### src/design/ttcg_pkg.sv
// Package for the two-tone chime generator: sizes, codes, phase steps,
// the quarter-wave sine table and the shared multiplier command type.
// No dependencies; every other design file refers to it by scoped name.
package ttcg_pkg;

  // core sizing
  localparam int PHASE_BITS     = 32;
  localparam int SINE_ADDR_BITS = 10;
  localparam int RAMP_LIMIT     = 480;

  localparam int SAMPLE_W = 16;
  localparam int MAG_W    = SAMPLE_W - 1;
  localparam int VOL_W    = 16;
  localparam int VOL_FRAC = 15;
  localparam logic [VOL_W-1:0] VOL_MAX   = VOL_W'(32768);
  localparam logic [VOL_W-1:0] VOL_RESET = VOL_W'(11469);

  // stream layout
  localparam int TYPE_W     = 2;
  localparam int EVENT_W    = 32;
  localparam int S_TDATA_W  = ((TYPE_W + EVENT_W + 7) / 8) * 8;
  localparam int S_TUSER_W  = 1;
  localparam int M_TDATA_W  = SAMPLE_W;
  localparam int M_TUSER_W  = 1;

  localparam logic OP_TICK  = 1'b0;
  localparam logic OP_START = 1'b1;
  localparam logic [TYPE_W-1:0] TYPE_NONE = 2'd0;
  localparam logic [TYPE_W-1:0] TYPE_LEAD = 2'd1;

  // config port
  localparam int CFG_ADDR_W = 1;
  localparam int CFG_DATA_W = VOL_W;
  localparam logic [CFG_ADDR_W-1:0] CFG_ENABLE = 1'd0;
  localparam logic [CFG_ADDR_W-1:0] CFG_VOLUME = 1'd1;

  // chime timing
  localparam int LEN_TONE_A  = 5280;
  localparam int LEN_GAP     = 1920;
  localparam int LEN_B_LEAD  = 6720;
  localparam int LEN_B_OTHER = 7680;
  localparam int IDX_W       = $clog2(LEN_B_OTHER);

  localparam logic [1:0] SEG_TONE_A = 2'd0;
  localparam logic [1:0] SEG_GAP    = 2'd1;
  localparam logic [1:0] SEG_TONE_B = 2'd2;

  // tone A is the shortest tone, so its half length bounds every ramp
  localparam int RAMP_LEN = (RAMP_LIMIT < LEN_TONE_A / 2) ? RAMP_LIMIT : LEN_TONE_A / 2;
  localparam int NUM_W    = $clog2(RAMP_LEN + 1);

  // gain chain: |s| * vol -> * num -> >> 15 -> / RAMP_LEN (reciprocal)
  localparam int P1_W   = MAG_W + VOL_W;
  localparam int P2_W   = P1_W + NUM_W;
  localparam int Q_W    = P2_W - VOL_FRAC;
  localparam int RCP_SH = $clog2(RAMP_LEN);
  localparam int RCP_K  = Q_W + RCP_SH;
  localparam int RCP_W  = Q_W + 1;
  localparam logic [RCP_W-1:0] RCP_M =
    RCP_W'(((64'd1 << RCP_K) + 64'(RAMP_LEN) - 64'd1) / 64'(RAMP_LEN));

  localparam int MUL_A_W = P1_W;
  localparam int MUL_B_W = RCP_W;
  localparam int ACC_W   = MUL_A_W + MUL_B_W;

  // phase increments, round(f * 2^PHASE_BITS / 48 kHz), f in tenths of Hz
  localparam longint unsigned RATE_TENTHS = 64'd480000;
  localparam logic [PHASE_BITS-1:0] STEP_A_LEAD  =
    PHASE_BITS'(((64'd8800 << PHASE_BITS) + RATE_TENTHS / 2) / RATE_TENTHS);
  localparam logic [PHASE_BITS-1:0] STEP_A_OTHER =
    PHASE_BITS'(((64'd7840 << PHASE_BITS) + RATE_TENTHS / 2) / RATE_TENTHS);
  localparam logic [PHASE_BITS-1:0] STEP_B_LEAD  =
    PHASE_BITS'(((64'd11747 << PHASE_BITS) + RATE_TENTHS / 2) / RATE_TENTHS);
  localparam logic [PHASE_BITS-1:0] STEP_B_OTHER =
    PHASE_BITS'(((64'd10465 << PHASE_BITS) + RATE_TENTHS / 2) / RATE_TENTHS);

  // sine table
  localparam int QIDX_W  = SINE_ADDR_BITS - 2;
  localparam int QUARTER = 1 << QIDX_W;
  localparam longint unsigned TWO_PI_Q30 = 64'd6746518852;

  typedef logic [MAG_W-1:0] qtab_t [QUARTER];

  // two Q30 multiplies by x
  function automatic longint unsigned taylor_pow2(input longint unsigned term,
                                                  input longint unsigned x);
    longint unsigned t;
    t = (term * x) >> 30;
    return (t * x) >> 30;
  endfunction

  // odd Taylor series through x^15 in Q30, scaled to Q0.15
  function automatic logic [MAG_W-1:0] quarter_sine(input int unsigned r);
    longint unsigned x, t1, t2, t3, t4, t5, t6, t7;
    longint sum, v;
    x  = (64'(r) * TWO_PI_Q30) >> SINE_ADDR_BITS;
    t1 = taylor_pow2(x, x) / 64'd6;
    t2 = taylor_pow2(t1, x) / 64'd20;
    t3 = taylor_pow2(t2, x) / 64'd42;
    t4 = taylor_pow2(t3, x) / 64'd72;
    t5 = taylor_pow2(t4, x) / 64'd110;
    t6 = taylor_pow2(t5, x) / 64'd156;
    t7 = taylor_pow2(t6, x) / 64'd210;
    sum = longint'(x) - longint'(t1) + longint'(t2) - longint'(t3)
        + longint'(t4) - longint'(t5) + longint'(t6) - longint'(t7);
    if (sum < 0) sum = 0;
    v = (sum * 64'sd32767 + 64'sd536870912) >>> 30;
    if (v > 64'sd32767) v = 64'sd32767;
    return MAG_W'(v);
  endfunction

  function automatic qtab_t build_qtab();
    qtab_t t;
    for (int i = 0; i < QUARTER; i++) begin
      t[i] = quarter_sine(i);
    end
    return t;
  endfunction

  localparam qtab_t QTAB = build_qtab();
  localparam logic [MAG_W-1:0] QS_PEAK = quarter_sine(QUARTER);

  // shared multiplier
  typedef enum logic [1:0] {
    MUL_VOL,
    MUL_NUM,
    MUL_RCP
  } mul_op_e;

  typedef struct packed {
    logic    en;
    mul_op_e op;
  } mul_cmd_t;

endpackage

### src/design/two_tone_chime_generator.sv
// Two-tone chime generator. A start word is handled in idle alone; a tick
// word while idle or in the gap goes straight to the output load; a tone
// tick takes a table read, three passes through the one shared multiplier,
// then the output load. A new word is taken once the sequencer is back in
// idle; a stalled output holds the sequencer in its load step. Reset leaves
// the chime idle with enable = 1 and volume = 11469; there is no clearing pass.
module two_tone_chime_generator (
  input  logic                                clk_i,
  input  logic                                rst_ni,
  // slave side
  input  logic                                s_axis_tvalid,
  output logic                                s_axis_tready,
  input  logic [ttcg_pkg::S_TDATA_W-1:0]      s_axis_tdata,  // chime_type, alert_num
  input  logic [ttcg_pkg::S_TUSER_W-1:0]      s_axis_tuser,  // op
  // master side
  output logic                                m_axis_tvalid,
  input  logic                                m_axis_tready,
  output logic [ttcg_pkg::M_TDATA_W-1:0]      m_axis_tdata,  // sample
  output logic [ttcg_pkg::M_TUSER_W-1:0]      m_axis_tuser,  // playing
  output logic                                m_axis_tlast,
  // config
  input  logic                                cfg_we_i,
  input  logic [ttcg_pkg::CFG_ADDR_W-1:0]     cfg_addr_i,
  input  logic [ttcg_pkg::CFG_DATA_W-1:0]     cfg_wdata_i
);

  localparam logic [2:0] ST_IDLE    = 3'd0;
  localparam logic [2:0] ST_LOOK    = 3'd1;
  localparam logic [2:0] ST_MUL_VOL = 3'd2;
  localparam logic [2:0] ST_MUL_NUM = 3'd3;
  localparam logic [2:0] ST_MUL_RCP = 3'd4;
  localparam logic [2:0] ST_OUT     = 3'd5;

  localparam int PB = ttcg_pkg::PHASE_BITS;
  localparam int IW = ttcg_pkg::IDX_W;
  localparam int NW = ttcg_pkg::NUM_W;

  logic [2:0] state_q, state_d;

  // config
  logic                       enable_q;
  logic [ttcg_pkg::VOL_W-1:0] vol_q, vol_sat;

  // chime state
  logic          busy_q, busy_d;
  logic [1:0]    seg_q, seg_d;
  logic [IW-1:0] idx_q, idx_d;
  logic [PB-1:0] phase_q, phase_d;
  logic          type_q, type_d;
  logic          pend_q, pend_d;
  logic          pend_kind_q, pend_kind_d;

  // per-tick latches
  logic [ttcg_pkg::SINE_ADDR_BITS-1:0] addr_q, addr_d;
  logic [NW-1:0]                       num_q, num_d;
  logic                                tone_q, tone_d;
  logic                                play_q, play_d;
  logic                                last_q, last_d;

  // output register
  logic                          m_valid_q, m_valid_d;
  logic                          m_load;
  logic [ttcg_pkg::SAMPLE_W-1:0] m_data_q, m_data_d;
  logic                          m_play_q;
  logic                          m_last_q;

  // decode of the input word
  logic                          in_op;
  logic [ttcg_pkg::TYPE_W-1:0]   in_type;
  logic [ttcg_pkg::EVENT_W-1:0]  in_event;
  logic                          in_fire;

  logic [IW-1:0] len_cur, idx_inc, rem;
  logic [PB-1:0] step_cur;
  logic          seg_end;
  logic [NW-1:0] num_c;

  logic [ttcg_pkg::MAG_W-1:0] rom_mag;
  logic                       rom_neg;
  logic [ttcg_pkg::ACC_W-1:0] acc;
  logic [ttcg_pkg::MAG_W-1:0] quot;
  ttcg_pkg::mul_cmd_t         mul_cmd;

  assign in_op    = s_axis_tuser[0];
  assign in_type  = s_axis_tdata[ttcg_pkg::TYPE_W-1:0];
  assign in_event = s_axis_tdata[ttcg_pkg::TYPE_W +: ttcg_pkg::EVENT_W];

  assign s_axis_tready = (state_q == ST_IDLE);
  assign in_fire       = s_axis_tvalid && s_axis_tready;

  assign vol_sat = (vol_q > ttcg_pkg::VOL_MAX) ? ttcg_pkg::VOL_MAX : vol_q;

  // segment length and phase step of the running tone
  always_comb begin
    unique case (seg_q)
      ttcg_pkg::SEG_TONE_A: len_cur = IW'(ttcg_pkg::LEN_TONE_A);
      ttcg_pkg::SEG_GAP:    len_cur = IW'(ttcg_pkg::LEN_GAP);
      default:              len_cur = type_q ? IW'(ttcg_pkg::LEN_B_OTHER)
                                             : IW'(ttcg_pkg::LEN_B_LEAD);
    endcase
    if (seg_q == ttcg_pkg::SEG_TONE_A) begin
      step_cur = type_q ? ttcg_pkg::STEP_A_OTHER : ttcg_pkg::STEP_A_LEAD;
    end else begin
      step_cur = type_q ? ttcg_pkg::STEP_B_OTHER : ttcg_pkg::STEP_B_LEAD;
    end
  end

  assign idx_inc = idx_q + IW'(1);
  assign seg_end = (idx_inc == len_cur);
  assign rem     = len_cur - idx_q;

  // envelope numerator: rising ramp, flat top, falling ramp
  always_comb begin
    if (idx_q < IW'(ttcg_pkg::RAMP_LEN)) begin
      num_c = NW'(idx_q);
    end else begin
      num_c = NW'(ttcg_pkg::RAMP_LEN);
    end
    if (rem <= IW'(ttcg_pkg::RAMP_LEN) && rem < IW'(num_c)) begin
      num_c = NW'(rem);
    end
  end

  assign quot = acc[ttcg_pkg::RCP_K +: ttcg_pkg::MAG_W];

  always_comb begin
    state_d     = state_q;
    busy_d      = busy_q;
    seg_d       = seg_q;
    idx_d       = idx_q;
    phase_d     = phase_q;
    type_d      = type_q;
    pend_d      = pend_q;
    pend_kind_d = pend_kind_q;
    addr_d      = addr_q;
    num_d       = num_q;
    tone_d      = tone_q;
    play_d      = play_q;
    last_d      = last_q;
    m_valid_d   = m_valid_q && !m_axis_tready;
    m_load      = 1'b0;
    m_data_d    = '0;
    mul_cmd.en  = 1'b0;
    mul_cmd.op  = ttcg_pkg::MUL_VOL;

    unique case (state_q)
      ST_IDLE: begin
        if (in_fire) begin
          if (in_op == ttcg_pkg::OP_START) begin
            if (enable_q && in_type != ttcg_pkg::TYPE_NONE && in_event != '0) begin
              if (busy_q) begin
                pend_d      = 1'b1;
                pend_kind_d = (in_type != ttcg_pkg::TYPE_LEAD);
              end else begin
                busy_d  = 1'b1;
                seg_d   = ttcg_pkg::SEG_TONE_A;
                idx_d   = '0;
                phase_d = '0;
                type_d  = (in_type != ttcg_pkg::TYPE_LEAD);
              end
            end
          end else begin
            play_d = busy_q;
            tone_d = busy_q && seg_q != ttcg_pkg::SEG_GAP;
            last_d = busy_q && seg_q == ttcg_pkg::SEG_TONE_B && seg_end;
            addr_d = phase_q[PB-1 -: ttcg_pkg::SINE_ADDR_BITS];
            num_d  = num_c;
            state_d = (busy_q && seg_q != ttcg_pkg::SEG_GAP) ? ST_LOOK : ST_OUT;
            if (busy_q) begin
              if (seg_q != ttcg_pkg::SEG_GAP) begin
                phase_d = phase_q + step_cur;
              end
              idx_d = idx_inc;
              if (seg_end) begin
                idx_d   = '0;
                phase_d = '0;
                seg_d   = seg_q + 2'd1;
                if (seg_q == ttcg_pkg::SEG_TONE_B) begin
                  // chime done; a queued request starts right away
                  seg_d  = ttcg_pkg::SEG_TONE_A;
                  busy_d = pend_q;
                  if (pend_q) begin
                    pend_d = 1'b0;
                    type_d = pend_kind_q;
                  end
                end
              end
            end
          end
        end
      end
      ST_LOOK: begin
        state_d = ST_MUL_VOL;
      end
      ST_MUL_VOL: begin
        mul_cmd.en = 1'b1;
        mul_cmd.op = ttcg_pkg::MUL_VOL;
        state_d    = ST_MUL_NUM;
      end
      ST_MUL_NUM: begin
        mul_cmd.en = 1'b1;
        mul_cmd.op = ttcg_pkg::MUL_NUM;
        state_d    = ST_MUL_RCP;
      end
      ST_MUL_RCP: begin
        mul_cmd.en = 1'b1;
        mul_cmd.op = ttcg_pkg::MUL_RCP;
        state_d    = ST_OUT;
      end
      ST_OUT: begin
        if (!m_valid_q || m_axis_tready) begin
          m_load    = 1'b1;
          m_valid_d = 1'b1;
          if (tone_q) begin
            m_data_d = rom_neg ? -{1'b0, quot} : {1'b0, quot};
          end
          state_d = ST_IDLE;
        end
      end
      default: begin
        state_d = ST_IDLE;
      end
    endcase
  end

  ttcg_sine_rom u_sine_rom (
    .clk_i  (clk_i),
    .en_i   (state_q == ST_LOOK),
    .addr_i (addr_q),
    .mag_o  (rom_mag),
    .neg_o  (rom_neg)
  );

  ttcg_mul_unit u_mul_unit (
    .clk_i (clk_i),
    .cmd_i (mul_cmd),
    .mag_i (rom_mag),
    .vol_i (vol_sat),
    .num_i (num_q),
    .acc_o (acc)
  );

  always_ff @(posedge clk_i or negedge rst_ni) begin
    if (!rst_ni) begin
      state_q     <= ST_IDLE;
      enable_q    <= 1'b1;
      vol_q       <= ttcg_pkg::VOL_RESET;
      busy_q      <= 1'b0;
      seg_q       <= ttcg_pkg::SEG_TONE_A;
      idx_q       <= '0;
      phase_q     <= '0;
      type_q      <= 1'b0;
      pend_q      <= 1'b0;
      pend_kind_q <= 1'b0;
      m_valid_q   <= 1'b0;
    end else begin
      state_q     <= state_d;
      busy_q      <= busy_d;
      seg_q       <= seg_d;
      idx_q       <= idx_d;
      phase_q     <= phase_d;
      type_q      <= type_d;
      pend_q      <= pend_d;
      pend_kind_q <= pend_kind_d;
      m_valid_q   <= m_valid_d;
      if (cfg_we_i) begin
        unique case (cfg_addr_i)
          ttcg_pkg::CFG_ENABLE: enable_q <= cfg_wdata_i[0];
          ttcg_pkg::CFG_VOLUME: vol_q    <= cfg_wdata_i;
          default: ;
        endcase
      end
    end
  end

  always_ff @(posedge clk_i) begin
    addr_q <= addr_d;
    num_q  <= num_d;
    tone_q <= tone_d;
    play_q <= play_d;
    last_q <= last_d;
    if (m_load) begin
      m_data_q <= m_data_d;
      m_play_q <= play_q;
      m_last_q <= last_q;
    end
  end

  assign m_axis_tvalid = m_valid_q;
  assign m_axis_tdata  = m_data_q;
  assign m_axis_tuser  = m_play_q;
  assign m_axis_tlast  = m_last_q;

endmodule

### src/design/ttcg_sine_rom.sv
// Sine lookup: folds the phase address into the quarter-wave table and
// registers magnitude and sign. Depends on ttcg_pkg.
module ttcg_sine_rom (
  input  logic                                clk_i,
  input  logic                                en_i,
  input  logic [ttcg_pkg::SINE_ADDR_BITS-1:0] addr_i,
  output logic [ttcg_pkg::MAG_W-1:0]          mag_o,
  output logic                                neg_o
);

  logic [1:0]                    quad;
  logic [ttcg_pkg::QIDX_W:0]     r_fold;
  logic [ttcg_pkg::MAG_W-1:0]    mag_d, mag_q;
  logic                          neg_q;

  assign quad = addr_i[ttcg_pkg::SINE_ADDR_BITS-1 -: 2];

  always_comb begin
    r_fold = {1'b0, addr_i[ttcg_pkg::QIDX_W-1:0]};
    // falling quadrants run the table backwards
    if (quad[0]) begin
      r_fold = (ttcg_pkg::QIDX_W + 1)'(ttcg_pkg::QUARTER) - r_fold;
    end
    if (r_fold[ttcg_pkg::QIDX_W]) begin
      mag_d = ttcg_pkg::QS_PEAK;
    end else begin
      mag_d = ttcg_pkg::QTAB[r_fold[ttcg_pkg::QIDX_W-1:0]];
    end
  end

  always_ff @(posedge clk_i) begin
    if (en_i) begin
      mag_q <= mag_d;
      neg_q <= quad[1];
    end
  end

  assign mag_o = mag_q;
  assign neg_o = neg_q;

endmodule

### src/design/ttcg_mul_unit.sv
// Shared multiplier with its product register; the sequencer runs it three
// times per tone sample (volume, ramp, reciprocal). Depends on ttcg_pkg.
module ttcg_mul_unit (
  input  logic                         clk_i,
  input  ttcg_pkg::mul_cmd_t           cmd_i,
  input  logic [ttcg_pkg::MAG_W-1:0]   mag_i,
  input  logic [ttcg_pkg::VOL_W-1:0]   vol_i,
  input  logic [ttcg_pkg::NUM_W-1:0]   num_i,
  output logic [ttcg_pkg::ACC_W-1:0]   acc_o
);

  logic [ttcg_pkg::MUL_A_W-1:0] op_a;
  logic [ttcg_pkg::MUL_B_W-1:0] op_b;
  logic [ttcg_pkg::ACC_W-1:0]   acc_d, acc_q;

  always_comb begin
    unique case (cmd_i.op)
      ttcg_pkg::MUL_VOL: begin
        op_a = ttcg_pkg::MUL_A_W'(mag_i);
        op_b = ttcg_pkg::MUL_B_W'(vol_i);
      end
      ttcg_pkg::MUL_NUM: begin
        op_a = acc_q[ttcg_pkg::P1_W-1:0];
        op_b = ttcg_pkg::MUL_B_W'(num_i);
      end
      ttcg_pkg::MUL_RCP: begin
        // drop the fraction of the Q1.15 volume, then divide by the ramp length
        op_a = ttcg_pkg::MUL_A_W'(acc_q[ttcg_pkg::P2_W-1:ttcg_pkg::VOL_FRAC]);
        op_b = ttcg_pkg::RCP_M;
      end
      default: begin
        op_a = '0;
        op_b = '0;
      end
    endcase
    acc_d = ttcg_pkg::ACC_W'(op_a) * ttcg_pkg::ACC_W'(op_b);
  end

  always_ff @(posedge clk_i) begin
    if (cmd_i.en) begin
      acc_q <= acc_d;
    end
  end

  assign acc_o = acc_q;

endmodule

### config.mk
export PLATFORM = sky130hd
export DESIGN_NAME = two_tone_chime_generator
export DESIGN_NICKNAME = d
export VERILOG_FILES = /design/src/design/ttcg_pkg.sv /design/src/design/two_tone_chime_generator.sv /design/src/design/ttcg_sine_rom.sv /design/src/design/ttcg_mul_unit.sv
export SDC_FILE = /design/constraint.sdc
export NUM_CORES = 2
export LEC_CHECK = 0
export BUFFER_PORTS_ARGS = -buffer_cell sky130_fd_sc_hd__buf_2
export CAP_MARGIN = 25
export CORE_UTILIZATION = 38
export DETAILED_ROUTE_END_ITERATION = 10
export GPL_ROUTABILITY_DRIVEN = 0
export GPL_TIMING_DRIVEN = 0
export PLACE_DENSITY_LB_ADDON = 0.08
export SLEW_MARGIN = 30
export SYNTH_ARGS = -nofsm -noshare
export SYNTH_HDL_FRONTEND = slang
export SYNTH_HIERARCHICAL = 1
export SYNTH_SLANG_ARGS = --single-unit
### constraint.sdc
create_clock -name clk_i -period 14 [get_ports clk_i]
set_input_delay 1.4 -clock clk_i [delete_from_list [all_inputs] [get_ports clk_i]]
set_output_delay 1.4 -clock clk_i [all_outputs]
set_load 0.01 [all_outputs]
======== Word level (Yosys, flattened, before mapping) ========
Memories as Yosys holds them, arrays and structs flattened. A register that Yosys moved wholly into a read port is not among the register bits.
Cells that the tools add are included.
storage, ports and cells
  memories kept ........................... 1
  input port bits ......................... 63
  word-level logic and storage cells ...... 146
  output and inout bits ................... 20
  register bits after elaboration ......... 162
  ROM bits ................................ 3840
memory list
  memory           words  bits a word  rd ports  clocked after memory_dff  wr ports  line                 RTL
  (no name shown)  256    15           1         1                         0         ttcg_sine_rom.sv:27  mag_d = ttcg_pkg::QTAB[r_fold[ttcg_pkg::QIDX_W-1:0]];
cells by class
  reductions and logical operators ........ 34
  magnitude comparators ................... 4
  muxes and demuxes ....................... 57
  equality and inequality tests ........... 18
  multipliers ............................. 1
  bitwise operators ....................... 3
  add/sub/neg operators ................... 6
operators with widths
  cell                     number
  $mux W32                 6
  $pmux W31 S3             1
  $pmux W26 S3             1
  $mux W13                 5
  $mux W26                 2
  $mul A31 B26 Y49         1
  $add A32 B32 Y32         1
  $reduce_bool A32 Y1      1
  $mux W9                  3
  $pmux W13 S2             1
  $mux W24                 1
  $mux W1                  22
  $pmux W3 S6              1
  $gt A16 B16 Y1 const B   1
  $mux W16                 1
  $neg A15 Y16             1
  $mux W15                 1
  $add A13 B1 Y13 const B  1
  $eq A13 B13 Y1           1
  $le A13 B9 Y1 const B    1
  $lt A13 B9 Y1            1
  $lt A13 B9 Y1 const B    1
  $sub A13 B13 Y13         1
  $mux W2                  6
  28 further kinds         61

======== Logic depth before layout (Yosys ltp) ========
  depth after elaboration ................. 7
  depth in mapped cells ................... 36

======== Hierarchy ========
Netlist, hierarchy kept.
modules (own cells, without submodules)
  module                    times used  cells an instance  area each (um^2)
  ttcg_mul_unit             1           2443               22181.3
  two_tone_chime_generator  1           835                7538.5
  ttcg_sine_rom             1           782                5108.6

======== Worst setup path before layout ========
No wires, ideal clock.
  path kind ............................... flip-flop to flip-flop
  from .................................... register state_q[0]
  to ...................................... register u_mul_unit.acc_q, in the netlist u_mul_unit/acc_o[44], data pin
  path buffers ............................ 6
  clock period less this slack ............ 8136 ps
  library setup time ...................... 266 ps
  stages on the path, launching flop included .. 34
  path slack .............................. 5864 ps
  arrival ................................. 7870 ps
  cell sequence ........................... dfrtp_1 clkbuf_1 inv_1 nor3b_1 clkbuf_1 nor2b_1 clkbuf_1 clkbuf_1 buf_1 nand2_1 nand2_1 nand2_1 fa_1 inv_1 fa_1 inv_1 fa_1 fa_1 inv_1 fa_1 fa_1 inv_1 fa_1 inv_1 ha_1 buf_2 and3_1 a32o_2 or3_1 o21ai_2 nand2_1 a21oi_2 o21ai_1 xor2_1
RTL lines
  what                    line                             RTL
  from (decl)             two_tone_chime_generator.sv:38   logic [2:0] state_q, state_d;
  from (signal assigned)  two_tone_chime_generator.sv:257  state_q <= state_d;
  to (signal assigned)    ttcg_mul_unit.sv:41              acc_q <= acc_d;
  to (decl)               ttcg_mul_unit.sv:14              logic [ttcg_pkg::ACC_W-1:0] acc_d, acc_q;

==> results by group <==
Status
  • Status: finished with violations
  • Failing checks: design-rule violations

Synthesis
  • Syn_area_per_cell: between 8 and 9 sq um
  • Synth Cell Area: around 34000 sq um
  • Post-Syn Instances: 3940
  • Yosys warning count: 6

GRT
  • Initial antenna violation count: 4
  • Largest net degree at the start of global routing: 56
  • Global-route wire length before repair: ~190000 microns
  • Global route total overflow: 0
  • Total track usage: between 20% and 30%
  • Vias in the first global route: about 30000

Setup path
  • Critical path arrival: 11.05 ns
  • Setup crit start: state_q[0]
  • CP required: about 14 ns
  • RR Startpoint: state_q[0]
  • Slowest CP cell: nor2_1
  • CP most frequent cell: fa_1
  • Worst path max stage delay: ~0.95 ns
  • Setup crit end kind: flip-flop
  • Critical Path Start Type: flip-flop
  • R2R setup slack: about 3.2 ns
  • Max FO, Critical Path: 10
  • CP Class: flip-flop to flip-flop
  • FF-to-FF End: u_mul_unit/acc_o[44]
  • Worst r2r path cells: 31

Clock network
  • Post-cts hold buffer count: 0
  • Num CTS Buffers: 17
  • CTS Buffer Depth: 2
  • Setup bufs post-CTS: 0
  • Post_cts resized: 0
  • CTS H-tree depth: 4
  • Clock transition at path regs: 0.08 ns
  • Root Driver: clkbuf_16
  • CTS tree: yes
  • Worst-skew pair later-pin latency: 0.46 ns
  • Clk sinks: between 150 and 200

Floorplanning
  • FP Rows: 108
  • Die X-Extent: approximately 300 microns
  • Chip height: 300 microns
  • Starting density of the core: between 30% and 40%
  • Core Region: just under 90000 sq um
  • Die area: roughly 90000 sq um
  • Boundary pin count: 83

Detailed routing
  • Routed wire length: between 100000 and 150000 microns
  • Via count: 29900
  • Wire per inst: ~24 microns
  • # DRC: 60
  • Detail Route Antenna Nets: 0
  • Drt via density: about 5.6
  • Initial DRC count: 3815
  • Drt pass-1 iters: 11

Final layout
  • Synth-to-Final Area Change: 9.10%
  • Final layout net count: a little under 5000
  • Share of cells above drive strength 1: 7.15%
  • Diodes inserted: 0

Timing
  • Endpoints failing hold: 0
  • Achievable frequency: 92.2 MHz
  • Period utilisation layout: ~77%
  • RSZ-0062 raised after global routing: false
  • Slew @ Worst Pin: approximately 1.1 ns
  • Fin. max-slew vios: 0
  • Min Tclk post-route: between 10 and 15 ns
  • Final setup viols: 0
  • PnR worst setup slack: ~3.2 ns
  • Worst Skew: between 0.01 and 0.015 ns
  • Slew HR: 26.3%
  • Final TNS setup: 0 ns

Hold path
  • Worst min-delay path class: flip-flop to flip-flop
  • Hold path depth: 0
  • Hold Startpoint: play_q
  • Hold Crit Endpoint: m_axis_tuser

Place
  • Hpwl dp: approximately 100000 microns
  • Dpl ws: about 3.4 ns
  • Port Buffer Count: 76

Run
  • Max-cap violation count: 0
-- flip-flops by register name, summed over array words and instances (netlist names) --
name	cells
u_sine_rom/mag_o	15
play_q	1
vol_q	16
m_axis_tlast	1
enable_q	1
state_q	3
m_axis_tdata	16
u_mul_unit/acc_o	49
u_sine_rom/neg_o	1
addr_q	10
m_axis_tuser	1
m_axis_tvalid	1
pend_kind_q	1
busy_q	1
seg_q	2
last_q	1
idx_q	13
pend_q	1
tone_q	1
type_q	1
phase_q	32
num_q	9
-- worst max-delay path: cells and delay by family, from the launching register on --
family / cells / cell delay (ns)
fa+ha+maj: 8 / 4.07
buf+inv: 11 / 2.61
simple gates: 6 / 2.21
compound gates: 4 / 0.78
mux: 1 / 0.39
flops: 1 / 0.32
xor+xnor: 1 / 0.17
-- stage by stage --
stage | hold slack (ns) | instance area, sq um | utilization (%) | std cells
global placement | 0.407 | 35900 | 41.1 | 5270
finish | 0.441 | 36700 | 42.1 | 5309
detailed placement | 0.423 | 36100 | 41.3 | 5277
floorplan | 0.400 | 34000 | - | 4039
CTS | 0.438 | 36700 | 42.0 | 5309
global route | 0.452 | 36700 | 42.1 | 5309
-- placed cells by master (no fill, tap or decap), drive strengths merged, types with 16 or more instances in the layout --
master	instances
fa	481
nor2	379
nand4	24
edfxtp	105
mux2	22
o21ai	177
a211oi	31
and2	32
o31ai	32
a21oi	214
o211ai	30
mux2i	41
nand2	401
ha	289
a21o	53
xor2	41
nor3	55
nor4	29
nand2b	32
and3	38
inv	685
nand3	75
conb	101
dfrtp	63
o22ai	24
nor2b	35
a31oi	34
xnor2	55
clkbuf	158
buf	164
o21bai	16
-- per-layer routing --
metal	vias to the layer above	GRT usage (%)	routed length [microns]
met3	442	7.81	12300
met5	-	0	76
met1	14600	39.0	54100
met4	6	9.60	5300
met2	1635	44.0	55500
li1	13300	-	-
-- layout make-up --
class                      count  area [sq um]
multi-input combinational   2964         25600
timing repair buffer          83           539
sequential                   177          4970
tap                         1155          1450
buffer                       219           991
inverter                     679          2550
fill                        9110         50600
clock buffer                  20           479
clock inverter                12           131
-- worst max-delay path by stage --
stage | slack (ns) | depth (start not counted) | to
3_3_place_gp | 3.50 | 31 | u_mul_unit/acc_o[44]
5_1_grt | 2.87 | 31 | u_mul_unit/acc_o[44]
3_5_place_dp | 3.42 | 31 | u_mul_unit/acc_o[44]
2_1_floorplan | 5.86 | 33 | u_mul_unit/acc_o[44]
6_report | 3.16 | 31 | u_mul_unit/acc_o[44]
4_1_cts | 3.34 | 31 | u_mul_unit/acc_o[44]
Power is left out: the tool's default activity adds up to more than one toggle a clock period on the data nets, which glitch-free logic cannot reach.
